$ cat config.mk
export PLATFORM = sky130hd
export DESIGN_NAME = positional_array_table
export DESIGN_NICKNAME = d
export VERILOG_FILES = /design/src/sv/pat_pkg.sv /design/src/sv/pat_dp.sv /design/src/sv/pat_ctrl.sv /design/src/sv/positional_array_table.sv
export SDC_FILE = /design/constraint.sdc
export NUM_CORES = 2
export LEC_CHECK = 0
export BUFFER_PORTS_ARGS = -buffer_cell sky130_fd_sc_hd__buf_4
export CELL_PAD_IN_SITES_DETAIL_PLACEMENT = 0
export CELL_PAD_IN_SITES_GLOBAL_PLACEMENT = 2
export CORE_MARGIN = 4
export CORE_UTILIZATION = 25
export DETAILED_ROUTE_END_ITERATION = 7
export PLACE_DENSITY = 0.54
export SYNTH_ARGS = -nofsm -noshare
export SYNTH_HDL_FRONTEND = slang
export SYNTH_SLANG_ARGS = --single-unit
$ cat constraint.sdc
create_clock -name clk -period 8.98 [get_ports clk]
set_input_delay 0.898 -clock clk [delete_from_list [all_inputs] [get_ports clk]]
set_output_delay 0.898 -clock clk [all_outputs]
set_load 0.01 [all_outputs]
$ cat src/sv/pat_pkg.sv
// ----------------------------------------------------------------------------
// Positional array table package
// Widths, codes, controller states and the command and status bundles.
// ----------------------------------------------------------------------------
`default_nettype none

package pat_pkg;

  localparam int DEPTH        = 64;
  localparam int DATA_W       = 32;
  localparam int IDX_W        = $clog2(DEPTH);
  localparam int CNT_W        = $clog2(DEPTH + 1);
  localparam int OP_W         = 2;
  localparam int POS_W        = 7;
  localparam int ST_W         = 2;
  localparam int IN_FIELDS_W  = POS_W + DATA_W;
  localparam int IN_DATA_W    = ((IN_FIELDS_W + 7) / 8) * 8;
  localparam int OUT_FIELDS_W = DATA_W + IDX_W + CNT_W;
  localparam int OUT_DATA_W   = ((OUT_FIELDS_W + 7) / 8) * 8;
  localparam int OUT_PAD_W    = OUT_DATA_W - OUT_FIELDS_W;

  typedef enum logic [OP_W-1:0] {
    OP_INSERT  = 2'd0,
    OP_DELETE  = 2'd1,
    OP_SEARCH  = 2'd2,
    OP_DISPLAY = 2'd3
  } op_t;

  typedef enum logic [ST_W-1:0] {
    ST_OK      = 2'd0,
    ST_BAD_POS = 2'd1,
    ST_FULL    = 2'd2,
    ST_NONE    = 2'd3
  } status_t;

  typedef enum logic [4:0] {
    S_IDLE,
    S_DECIDE,
    S_INS_RD,
    S_INS_WR,
    S_DEL_RD0,
    S_DEL_HOLD,
    S_DEL_RD,
    S_DEL_WR,
    S_SCAN_RD,
    S_SCAN_CHK,
    S_MATCH_RD,
    S_MATCH_CHK,
    S_DISP_RD,
    S_DISP_CHK,
    S_RESP
  } state_t;

  // Read address choice relative to the walking pointer.
  typedef enum logic [1:0] {
    RA_PTR,
    RA_PTR_M1,
    RA_PTR_P1
  } rd_addr_t;

  // Kind of result word loaded into the output register.
  typedef enum logic [2:0] {
    RES_BAD_POS,
    RES_FULL,
    RES_NOT_FOUND,
    RES_EMPTY,
    RES_INSERTED,
    RES_DELETED,
    RES_MATCH,
    RES_ENTRY
  } res_t;

  typedef struct packed {
    logic     take_item;
    logic     setup;
    logic     rd_en;
    rd_addr_t rd_addr;
    logic     wr_shift;
    logic     wr_new;
    logic     ptr_inc;
    logic     ptr_dec;
    logic     ptr_clr;
    logic     hold_removed;
    logic     scan_note;
    logic     cnt_inc;
    logic     cnt_dec;
    logic     emit;
    res_t     res;
  } pat_cmd_t;

  typedef struct packed {
    op_t  op;
    logic pos_zero;
    logic pos_past;
    logic full;
    logic empty;
    logic ptr_above_slot;
    logic ptr_at_end;
    logic hit;
    logic hit_last;
    logic found;
    logic out_free;
  } pat_stat_t;

endpackage

`default_nettype wire

$ cat src/sv/pat_dp.sv
// ----------------------------------------------------------------------------
// Positional array table datapath
// Entry memory, element count, walking pointer and the output register.
// ----------------------------------------------------------------------------
`default_nettype none

module pat_dp (
  input  wire logic                        clk,
  input  wire logic                        rst,
  input  wire logic [pat_pkg::OP_W-1:0]    in_op,
  input  wire logic [pat_pkg::IN_DATA_W-1:0] in_data,
  input  wire pat_pkg::pat_cmd_t           cmd,
  output pat_pkg::pat_stat_t               stat,
  output logic                             out_valid,
  input  wire logic                        out_ready,
  output logic [pat_pkg::OUT_DATA_W-1:0]   out_data,
  output logic                             out_last,
  output logic [pat_pkg::ST_W-1:0]         out_status
);
  import pat_pkg::*;

  // Latched request.
  op_t               op;
  logic [POS_W-1:0]  pos;
  logic [DATA_W-1:0] val;

  logic [CNT_W-1:0]  count;
  logic [CNT_W-1:0]  ptr;
  logic [CNT_W-1:0]  slot;
  logic [IDX_W-1:0]  lastmatch;
  logic              found;
  logic [DATA_W-1:0] removed;

  logic [DATA_W-1:0] mem [DEPTH];
  logic [DATA_W-1:0] rd_data;
  logic [IDX_W-1:0]  rd_addr;
  logic [IDX_W-1:0]  wr_addr;
  logic [DATA_W-1:0] wr_data;
  logic              wr_en;

  logic [CNT_W-1:0]  ptr_m1;
  logic [CNT_W-1:0]  ptr_p1;
  logic [POS_W-1:0]  pos_m1;
  logic [CNT_W-1:0]  ins_slot;

  logic [DATA_W-1:0] out_value;
  logic [IDX_W-1:0]  out_index;
  logic [CNT_W-1:0]  out_count;

  assign ptr_m1   = ptr - CNT_W'(1);
  assign ptr_p1   = ptr + CNT_W'(1);
  assign pos_m1   = pos - POS_W'(1);
  assign ins_slot = (pos_m1 > POS_W'(count)) ? count : CNT_W'(pos_m1);

  always_comb begin
    case (cmd.rd_addr)
      RA_PTR_M1: rd_addr = ptr_m1[IDX_W-1:0];
      RA_PTR_P1: rd_addr = ptr_p1[IDX_W-1:0];
      default:   rd_addr = ptr[IDX_W-1:0];
    endcase
  end

  assign wr_en   = cmd.wr_shift | cmd.wr_new;
  assign wr_addr = cmd.wr_new ? slot[IDX_W-1:0] : ptr[IDX_W-1:0];
  assign wr_data = cmd.wr_new ? val : rd_data;

  always_ff @(posedge clk) begin
    if (wr_en) begin
      mem[wr_addr] <= wr_data;
    end
    if (cmd.rd_en) begin
      rd_data <= mem[rd_addr];
    end
  end

  always_ff @(posedge clk) begin
    if (cmd.take_item) begin
      op  <= op_t'(in_op);
      pos <= in_data[POS_W-1:0];
      val <= in_data[POS_W +: DATA_W];
    end
    if (cmd.setup) begin
      found <= 1'b0;
      case (op)
        OP_INSERT: begin
          slot <= ins_slot;
          ptr  <= count;
        end
        OP_DELETE: begin
          slot <= CNT_W'(pos_m1);
          ptr  <= CNT_W'(pos_m1);
        end
        default: begin
          slot <= '0;
          ptr  <= '0;
        end
      endcase
    end else if (cmd.ptr_clr) begin
      ptr <= '0;
    end else if (cmd.ptr_inc) begin
      ptr <= ptr_p1;
    end else if (cmd.ptr_dec) begin
      ptr <= ptr_m1;
    end
    if (cmd.scan_note && stat.hit) begin
      found     <= 1'b1;
      lastmatch <= ptr[IDX_W-1:0];
    end
    if (cmd.hold_removed) begin
      removed <= rd_data;
    end
  end

  always_ff @(posedge clk) begin
    if (rst) begin
      count <= '0;
    end else if (cmd.cnt_inc) begin
      count <= count + CNT_W'(1);
    end else if (cmd.cnt_dec) begin
      count <= count - CNT_W'(1);
    end
  end

  always_comb begin
    stat.op             = op;
    stat.pos_zero       = (pos == '0);
    stat.pos_past       = (pos > POS_W'(count));
    stat.full           = (count == CNT_W'(DEPTH));
    stat.empty          = (count == '0);
    stat.ptr_above_slot = (ptr > slot);
    stat.ptr_at_end     = (ptr_p1 == count);
    stat.hit            = (rd_data == val);
    stat.hit_last       = (ptr[IDX_W-1:0] == lastmatch);
    stat.found          = found;
    stat.out_free       = !out_valid || out_ready;
  end

  // Output register: loaded on emit, cleared once the receiver takes it.
  always_ff @(posedge clk) begin
    if (rst) begin
      out_valid <= 1'b0;
    end else if (cmd.emit) begin
      out_valid <= 1'b1;
    end else if (out_ready) begin
      out_valid <= 1'b0;
    end
  end

  always_ff @(posedge clk) begin
    if (cmd.emit) begin
      out_count <= count;
      case (cmd.res)
        RES_BAD_POS: begin
          out_value <= '0; out_index <= '0; out_status <= ST_BAD_POS; out_last <= 1'b1;
        end
        RES_FULL: begin
          out_value <= '0; out_index <= '0; out_status <= ST_FULL; out_last <= 1'b1;
        end
        RES_NOT_FOUND: begin
          out_value <= val; out_index <= '0; out_status <= ST_NONE; out_last <= 1'b1;
        end
        RES_EMPTY: begin
          out_value <= '0; out_index <= '0; out_status <= ST_NONE; out_last <= 1'b1;
        end
        RES_INSERTED: begin
          out_value  <= val;
          out_index  <= slot[IDX_W-1:0];
          out_status <= ST_OK;
          out_last   <= 1'b1;
        end
        RES_DELETED: begin
          out_value  <= removed;
          out_index  <= slot[IDX_W-1:0];
          out_status <= ST_OK;
          out_last   <= 1'b1;
        end
        RES_MATCH: begin
          out_value  <= val;
          out_index  <= ptr[IDX_W-1:0];
          out_status <= ST_OK;
          out_last   <= stat.hit_last;
        end
        default: begin
          out_value  <= rd_data;
          out_index  <= ptr[IDX_W-1:0];
          out_status <= ST_OK;
          out_last   <= stat.ptr_at_end;
        end
      endcase
    end
  end

  assign out_data = {{OUT_PAD_W{1'b0}}, out_count, out_index, out_value};

endmodule

`default_nettype wire

$ cat src/sv/pat_ctrl.sv
// ----------------------------------------------------------------------------
// Positional array table controller
// Sequences the memory walks for insert, delete, search and display.
// ----------------------------------------------------------------------------
`default_nettype none

module pat_ctrl (
  input  wire logic               clk,
  input  wire logic               rst,
  input  wire logic               in_valid,
  output logic                    in_ready,
  input  wire pat_pkg::pat_stat_t stat,
  output pat_pkg::pat_cmd_t       cmd
);
  import pat_pkg::*;

  state_t state;
  state_t state_next;
  res_t   res;
  res_t   res_next;

  always_ff @(posedge clk) begin
    if (rst) begin
      state <= S_IDLE;
      res   <= RES_EMPTY;
    end else begin
      state <= state_next;
      res   <= res_next;
    end
  end

  // Next state.
  always_comb begin
    state_next = state;
    res_next   = res;
    case (state)
      S_IDLE: begin
        if (in_valid) begin
          state_next = S_DECIDE;
        end
      end
      S_DECIDE: begin
        case (stat.op)
          OP_INSERT: begin
            if (stat.pos_zero) begin
              state_next = S_RESP; res_next = RES_BAD_POS;
            end else if (stat.full) begin
              state_next = S_RESP; res_next = RES_FULL;
            end else begin
              state_next = S_INS_RD;
            end
          end
          OP_DELETE: begin
            if (stat.pos_zero || stat.pos_past) begin
              state_next = S_RESP; res_next = RES_BAD_POS;
            end else begin
              state_next = S_DEL_RD0;
            end
          end
          OP_SEARCH: begin
            if (stat.empty) begin
              state_next = S_RESP; res_next = RES_NOT_FOUND;
            end else begin
              state_next = S_SCAN_RD;
            end
          end
          default: begin
            if (stat.empty) begin
              state_next = S_RESP; res_next = RES_EMPTY;
            end else begin
              state_next = S_DISP_RD;
            end
          end
        endcase
      end
      S_INS_RD: begin
        if (stat.ptr_above_slot) begin
          state_next = S_INS_WR;
        end else begin
          state_next = S_RESP; res_next = RES_INSERTED;
        end
      end
      S_INS_WR:   state_next = S_INS_RD;
      S_DEL_RD0:  state_next = S_DEL_HOLD;
      S_DEL_HOLD: state_next = S_DEL_RD;
      S_DEL_RD: begin
        if (stat.ptr_at_end) begin
          state_next = S_RESP; res_next = RES_DELETED;
        end else begin
          state_next = S_DEL_WR;
        end
      end
      S_DEL_WR:  state_next = S_DEL_RD;
      S_SCAN_RD: state_next = S_SCAN_CHK;
      S_SCAN_CHK: begin
        if (!stat.ptr_at_end) begin
          state_next = S_SCAN_RD;
        end else if (stat.found || stat.hit) begin
          state_next = S_MATCH_RD;
        end else begin
          state_next = S_RESP; res_next = RES_NOT_FOUND;
        end
      end
      S_MATCH_RD: state_next = S_MATCH_CHK;
      S_MATCH_CHK: begin
        if (!stat.hit) begin
          state_next = S_MATCH_RD;
        end else if (stat.out_free) begin
          state_next = stat.hit_last ? S_IDLE : S_MATCH_RD;
        end
      end
      S_DISP_RD: state_next = S_DISP_CHK;
      S_DISP_CHK: begin
        if (stat.out_free) begin
          state_next = stat.ptr_at_end ? S_IDLE : S_DISP_RD;
        end
      end
      S_RESP: begin
        if (stat.out_free) begin
          state_next = S_IDLE;
        end
      end
      default: state_next = S_IDLE;
    endcase
  end

  // Commands to the datapath.
  always_comb begin
    cmd         = '0;
    cmd.rd_addr = RA_PTR;
    cmd.res     = res;
    in_ready    = 1'b0;
    case (state)
      S_IDLE: begin
        in_ready      = 1'b1;
        cmd.take_item = in_valid;
      end
      S_DECIDE: cmd.setup = 1'b1;
      S_INS_RD: begin
        if (stat.ptr_above_slot) begin
          cmd.rd_en   = 1'b1;
          cmd.rd_addr = RA_PTR_M1;
        end else begin
          cmd.wr_new  = 1'b1;
          cmd.cnt_inc = 1'b1;
        end
      end
      S_INS_WR: begin
        cmd.wr_shift = 1'b1;
        cmd.ptr_dec  = 1'b1;
      end
      S_DEL_RD0:  cmd.rd_en = 1'b1;
      S_DEL_HOLD: cmd.hold_removed = 1'b1;
      S_DEL_RD: begin
        if (stat.ptr_at_end) begin
          cmd.cnt_dec = 1'b1;
        end else begin
          cmd.rd_en   = 1'b1;
          cmd.rd_addr = RA_PTR_P1;
        end
      end
      S_DEL_WR: begin
        cmd.wr_shift = 1'b1;
        cmd.ptr_inc  = 1'b1;
      end
      S_SCAN_RD: cmd.rd_en = 1'b1;
      S_SCAN_CHK: begin
        cmd.scan_note = 1'b1;
        if (stat.ptr_at_end) begin
          cmd.ptr_clr = 1'b1;
        end else begin
          cmd.ptr_inc = 1'b1;
        end
      end
      S_MATCH_RD: cmd.rd_en = 1'b1;
      S_MATCH_CHK: begin
        cmd.res = RES_MATCH;
        if (!stat.hit) begin
          cmd.ptr_inc = 1'b1;
        end else if (stat.out_free) begin
          cmd.emit    = 1'b1;
          cmd.ptr_inc = !stat.hit_last;
        end
      end
      S_DISP_RD: cmd.rd_en = 1'b1;
      S_DISP_CHK: begin
        cmd.res = RES_ENTRY;
        if (stat.out_free) begin
          cmd.emit    = 1'b1;
          cmd.ptr_inc = !stat.ptr_at_end;
        end
      end
      S_RESP: cmd.emit = stat.out_free;
      default: cmd.emit = 1'b0;
    endcase
  end

endmodule

`default_nettype wire

$ cat src/sv/positional_array_table.sv
// ----------------------------------------------------------------------------
// Positional array table
// Ordered list of signed words with insert, delete, search and display.
// ----------------------------------------------------------------------------
// Requests arrive as words on the s_axis channel: tuser carries the operation
// (insert, delete, search, display) and tdata the one-based position and the
// value. Results leave on the m_axis channel, one word per result; tlast
// marks the final word of a request and tuser carries its status.
// Insert, delete and error requests give exactly one word; a search gives one
// word per matching index (or one not-found word); a display gives one word
// per stored entry (or one empty word).
// One request is worked at a time. The entries live in a memory with one read
// port, one write port and a registered read, so each step of a walk reads an
// entry in one state and uses it in the next.
// The result is held in an output register, and the next request is taken
// in the cycle after the last word of the previous one has been loaded. A
// stalled receiver holds the walk at the next result word until it is taken.
// Reset empties the list at once; no clearing pass is run.
// ----------------------------------------------------------------------------
`default_nettype none

module positional_array_table (
  input  wire logic                            clk,
  input  wire logic                            rst,
  input  wire logic                            s_axis_tvalid,
  output logic                                 s_axis_tready,
  // tdata: position [6:0], value [38:7], zero pad [39]
  input  wire logic [pat_pkg::IN_DATA_W-1:0]   s_axis_tdata,
  // tuser: operation [1:0]
  input  wire logic [pat_pkg::OP_W-1:0]        s_axis_tuser,
  output logic                                 m_axis_tvalid,
  input  wire logic                            m_axis_tready,
  // tdata: item_value [31:0], item_index [37:32], new_count [44:38], pad [47:45]
  output logic [pat_pkg::OUT_DATA_W-1:0]       m_axis_tdata,
  output logic                                 m_axis_tlast,
  // tuser: status [1:0]
  output logic [pat_pkg::ST_W-1:0]             m_axis_tuser
);
  import pat_pkg::*;

  // Commands flow from the controller into the datapath; status flows back.
  pat_cmd_t  cmd;
  pat_stat_t stat;

  pat_ctrl u_ctrl (
    .clk      (clk),
    .rst      (rst),
    .in_valid (s_axis_tvalid),
    .in_ready (s_axis_tready),
    .stat     (stat),
    .cmd      (cmd)
  );

  pat_dp u_dp (
    .clk        (clk),
    .rst        (rst),
    .in_op      (s_axis_tuser),
    .in_data    (s_axis_tdata),
    .cmd        (cmd),
    .stat       (stat),
    .out_valid  (m_axis_tvalid),
    .out_ready  (m_axis_tready),
    .out_data   (m_axis_tdata),
    .out_last   (m_axis_tlast),
    .out_status (m_axis_tuser)
  );

endmodule

`default_nettype wire

* After elaboration in Yosys (flattened, before gate mapping) *
Memory sizes are Yosys's and may differ from the RTL's. A register that Yosys moved wholly into a read port is not among the register bits.
Index checks and enable logic that the tools add are counted.

operators by class
  equal/unequal tests = 40
  bitwise logic cells = 1
  multiplexer cells = 74
  reduce and logical (&&, ||, !) cells = 27
  add/subtract/negate cells = 5
  order comparisons = 3

operator list
  cell                 number
  $pmux 32 s3          1
  $pmux 5 s14          1
  $mux 7               7
  $mux 3               13
  $eq 5x4->1 const B   7
  $mux 5               7
  $eq 32x32->1         1
  $mux 32              1
  $pmux 7 s2           2
  $mux 4               6
  $pmux 6 s2           2
  $mux 1               22
  $gt 7x7->1           3
  $sub 7x1->7 const B  3
  $eq 5x3->1 const B   4
  $pmux 5 s3           1
  $add 7x1->7 const B  2
  $logic_not 7->1      2
  $pmux 3 s4           1
  $eq 5x2->1 const B   2
  $eq 3x3->1 const B   3
  $pmux 3 s3           1
  $reduce_and 9->1     1
  $ne 2x1->1 const B   4
  other kinds (35)     53

word-level totals
  memories = 1
  bits in writable memories = 2048
  register bits = 158
  input bits = 46
  output and inout bits = 53

memories
  memory    depth  width  rd ports  clocked after memory_dff  write ports  line          source
  u_dp.mem  64     32     1         1                         1            pat_dp.sv:34  logic [DATA_W-1:0] mem [DEPTH];

* Longest topological paths before layout *
  depth in word-level cells = 8
  depth in mapped cells = 19
  mapped depth without buffers = 16

* Hierarchy *
Synthesis repeated with hierarchy kept, for this count alone.

second synthesis, totals
  cells, all modules = 5223
  area, all modules = 89724.8 um2

modules (own cells, without submodules)
  module    seq. area each (um2)  cells an instance  area each (um2)  instances
  pat_dp    66874.1               5104               88786.4          1
  pat_ctrl  140.1                 119                938.4            1

* Worst setup path after synthesis *
Ideal clock, no wire load.

  kind = register -> register
  from = reg u_dp.ptr[0]
  to = mem u_dp.mem[30][0], enable pin
  arrival = 5.493 ns
  library setup time = 0.502 ns
  slack = 2.985 ns
  required time = 8.478 ns
  buffers on the path = 3
  stages on the path, launching flop included = 13
  path through = edfxtp_1 -> buf_2 -> inv_1 -> ha_1 -> nand4_1 -> nor2_1 -> nor2_1 -> or2_2 -> nor2_1 -> buf_2 -> a31oi_1 -> clkbuf_1 -> nor4_1

on the way
  cells in the longest elaborated chain, start to end = 6

RTL lines
  item                          line             source
  from (decl)                   pat_dp.sv:28     logic [CNT_W-1:0] ptr;
  from (signal assigned)        pat_dp.sv:87     ptr <= count;
  from (signal assigned)        pat_dp.sv:91     ptr <= CNT_W'(pos_m1);
  from (signal assigned)        pat_dp.sv:101    ptr <= ptr_p1;
  $gt 7x7->1                    pat_dp.sv:130    stat.ptr_above_slot = (ptr > slot);
  $mux 1                        pat_ctrl.sv:140  if (stat.ptr_above_slot) begin
  $mux 1                        pat_ctrl.sv:133  case (state)
  $or 1x1->1                    pat_dp.sv:63     assign wr_en = cmd.wr_shift | cmd.wr_new;
  $mux 1                        pat_dp.sv:68     if (wr_en) begin
  $mux 1 (implied by the code)  pat_dp.sv:69     mem[wr_addr] <= wr_data;
  to (decl)                     pat_dp.sv:34

Several ways; a longest one is shown, not always the timed one.

* Worst setup path after layout *
  from = reg u_dp.ptr[1]
  to = reg u_dp.rd_data[3] (read register of u_dp.mem) (data pin)

on the way
  cells in the longest elaborated chain, start to end = 6

RTL lines
  item                                             line             source
  $add 7x1->7                                      pat_dp.sv:51     assign ptr_p1 = ptr + CNT_W'(1);
  $eq 7x7->1                                       pat_dp.sv:131    stat.ptr_at_end = (ptr_p1 == count);
  $mux 3                                           pat_ctrl.sv:155  if (stat.ptr_at_end) begin
  $pmux 2 s2                                       pat_ctrl.sv:133
  $eq 2x2->1 / $eq 2x1->1 (equally long branches)  pat_dp.sv:56     case (cmd.rd_addr)
  $pmux 6 s2                                       pat_dp.sv:56
  to (decl)                                        pat_dp.sv:35     logic [DATA_W-1:0] rd_data;

Several ways; a longest one is shown, not always the timed one.
A chain may end at the register's enable or synchronous reset.

==> results by group <==
Status
  • Status: complete, no violations

Die
  • Initial Util: approximately a quarter
  • DIE HEIGHT: 601 um
  • IO Pins: a little under 100
  • Core area: approximately 350000 um^2
  • Full die area: 361000 um^2
  • Rows: 217
  • Die width: 601 um

Yosys
  • Yosys synthesis warning count: 0
  • Syn Area/Cell: 21.0 um^2
  • Dominant cells by area after synthesis: edfxtp_1 76%, mux4_2 13%, mux2i_1 1.6%
  • Most used DFF post-synth: edfxtp_1
  • Synth area leader: edfxtp_1
  • EDFF count, synth: between 2000 and 2500
  • Async SR Flop Fraction: 0%
  • Netlist Area Pre-Place: 87900 um^2
  • Synth Instances: 4185
  • Seq/Total Area, Yosys: 76.3%
  • Synth top area share: 75.9%
  • Flops & latches, synth: 2237
  • Yosys cell types: 76

Timing
  • Setup WS post-layout: about 2.1 ns
  • RSZ-0062 raised after global routing: no
  • Final setup vio count: 0
  • Worst-margin pin slew: 1.35 ns
  • Final setup skew: 0.0927 ns
  • Final worst path period share: 76.5%
  • Slew Limit Fails: 0
  • Fmax: 146 MHz
  • Final TNS setup: 0 ns
  • Slew HR: 10.3%
  • Period minus WS final: 6.87 ns
  • Final hold viol count: 0

Clock network
  • Hold_buf cts: 0
  • Worst-Skew Late Latency: 0.88 ns
  • CTS tree: done
  • Post-CTS Setup Bufs: 0
  • Number of gates resized after cts: 0
  • Cts bufs inserted: 237
  • Clock Tree Root: clkbuf_16
  • Clock Path Buffers: 3
  • Sink Count: 2237
  • H-Tree Depth: 4
  • Clk pin slew, worst setup/hold paths: 0.06 ns

Worst setup path
  • Crit path capture: u_dp.rd_data[3]
  • Worst Setup End Kind: register
  • Startpoint types: register
  • Critical path arrival: 7.49 ns
  • Worst Path Max Fanout: 19
  • RR Endpoint: u_dp.rd_data[3]
  • WS Path Type: reg2reg
  • Reg-to-Reg Start: u_dp.ptr[1]
  • Worst setup path start: u_dp.ptr[1]
  • Data required time of the worst path: 9.60 ns
  • R2R cell count: 14
  • R2r setup slk: 2.11 ns

Placed design
  • DP Worst Slack: 2.00 ns
  • Placed cell areas: 95400 um^2
  • HPWL Detailed: about 150000 um
  • GPL Wtd Cong: about 0.74
  • IO Port Bufs: 94

Cells and area
  • Fillcell total: 34200
  • Share of cells above drive strength 1: a little over a quarter
  • Final net count: 4552
  • Design area: 103000 um^2
  • Syn-to-layout area delta: 17.0%

GRT
  • Largest net degree at the start of global routing: between 80 and 90
  • GRT Total Usage: about 14%
  • Initial antenna violation count: 36
  • First-pass GRT wire length: 358000 um
  • GRT overflow: 0
  • Number of global-route vias before repair: about 45000

Route
  • Routed via count: 43900
  • Antenna Violating Nets Remaining: 0
  • DR vias/cell: around 4.7
  • Drt first pass iters: 6
  • Total length of routed wires: between 200000 and 300000 um
  • DRT iter0 DRCs: 4412
  • Wire per inst: 27.7 um
  • # DRC: 0

Pwr
  • Static Leak: 31.8 nW
  • Max rail drop VDD: 0.293 mV
  • Pwr Density: 352 nW/um^2

Worst hold path
  • Hold Path Class: in2reg

Job
  • Number of max-cap violations: 0
[worst max-delay path, cell delays in order, from the launching register on]
cell and delay (ns):
edfxtp_1 0.73, ha_1 0.34, nand3_1 0.26, or3_1 0.44
nand4_1 0.11, or3_1 0.25, nand3_2 0.30, ha_1 0.74
nor2_1 0.11, mux2_2 0.29, a222oi_1 0.81, nand2_1 0.30
nor2_4 0.86, a32oi_1 0.64, and4_1 0.41
[logic make-up (layout without fill, tap and decap cells)]
logic type / Yosys count / count (layout) / synth area share [%]
flops: 2237 / 2237 / 76.3
mux: 690 / 690 / 15.2
simple gates: 537 / 537 / 2.96
compound gates: 320 / 320 / 2.91
buf+inv: 306 / 785 / 1.51
xor+xnor: 57 / 57 / 0.584
fa+ha+maj: 37 / 37 / 0.536
other cells: 1 / 13 / 0.00427
[area by class of cell]
type                       count  area (um^2)  share of cell area, %
multi-input combinational   1644        20100                   19.5
tap                         4599         5750                   5.60
inverter                      65          244                  0.237
antenna                       10         25.0                 0.0243
clock buffer                 288         6160                   6.00
clock inverter               148         1240                   1.21
sequential                  2237        67000                   65.2
timing repair buffer         284         2310                   2.24
[cells in the mapped netlist, types with 5 or more instances]
cell,count
inv_1,63
nor4_1,71
a22o_1,6
o21a_1,7
o21bai_1,7
a22oi_1,6
nor3_1,28
mux4_2,512
o211ai_1,18
xor2_1,46
nand2b_1,9
dfxtp_1,16
buf_4,5
ha_1,36
and2_1,5
xnor2_1,10
o22ai_1,8
nor2b_1,12
o21ai_0,21
nand2_1,288
a31oi_1,7
mux2i_1,140
nand4_1,10
nor2_1,42
a21oi_1,29
o31ai_1,6
a32oi_1,128
and4_1,32
edfxtp_1,2221
a211oi_1,7
buf_6,8
a211o_1,5
nand3_1,11
a222oi_1,34
clkbuf_1,123
mux2_2,37
buf_1,24
a21o_1,9
buf_2,81
[flip-flops by register name, summed over array words and instances (netlist names)]
name	flops
u_dp.slot	7
u_dp.pos	7
u_ctrl.state	4
u_ctrl.res	3
u_dp.out_valid	1
u_dp.rd_data	32
u_dp.lastmatch	6
u_dp.out_status	2
u_dp.ptr	7
u_dp.removed	32
u_dp.out_index	6
u_dp.mem	2048
u_dp.val	32
u_dp.out_count	7
u_dp.out_last	1
u_dp.count	7
u_dp.out_value	32
u_dp.op	2
u_dp.found	1
[through the flow]
| stage | power, mW | cells | hold slack (ns) | utilization, % |
|---|---|---|---|---|
| after floorplan | 22.1 | 4187 | 0.427 | - |
| after global placement | 27.1 | 8829 | 0.458 | 27.3 |
| after detailed placement | 27.3 | 8829 | 0.471 | 27.3 |
| after CTS | 36.7 | 9265 | 0.117 | 29.4 |
| after global routing | 37.9 | 9269 | 0.135 | 29.4 |
| final | 36.2 | 9275 | 0.196 | 29.4 |
[cells in the final DEF, fill, tap and decap left out, drive strengths merged, types with 71 or more instances in the layout]
cell,Yosys,final
buf,118,284
clkinv,1,121
edfxtp,2221,2221
clkbuf,123,288
a32oi,128,128
inv,64,72
mux2i,140,140
nor4,71,71
nand2,288,288
mux4,512,512
[where the power goes]
part / leakage (nW) / internal (mW) / switching (mW)
logic: 8.02 / 4.33 / 8.12
registers: 20.1 / 13.9 / 0.458
clock network: 3.63 / 5.32 / 4.09
total: 31.8 / 23.5 / 12.7
[metal layers]
metal  routed length, um  up-vias  global-route usage [%]
li1                    -    18200                       -
met1              113000    24000                    19.3
met2              123000     1305                    22.5
met3               14300      354                    2.21
met4                6620        2                    3.84
met5                   8        -                       0
[worst min path at each step]
stage / start / end / slack (ns) / depth (start not counted)
detailed placement: u_dp.found / u_dp.found / 0.47 / 1
floorplan: u_dp.found / u_dp.found / 0.43 / 1
finish: s_axis_tdata[21] / u_dp.val[14] / 0.20 / 1
global route: s_axis_tdata[35] / u_dp.val[28] / 0.14 / 1
CTS: s_axis_tdata[35] / u_dp.val[28] / 0.12 / 1
global placement: u_dp.found / u_dp.found / 0.46 / 1
Note: power is estimated with default switching activity, not from simulation.
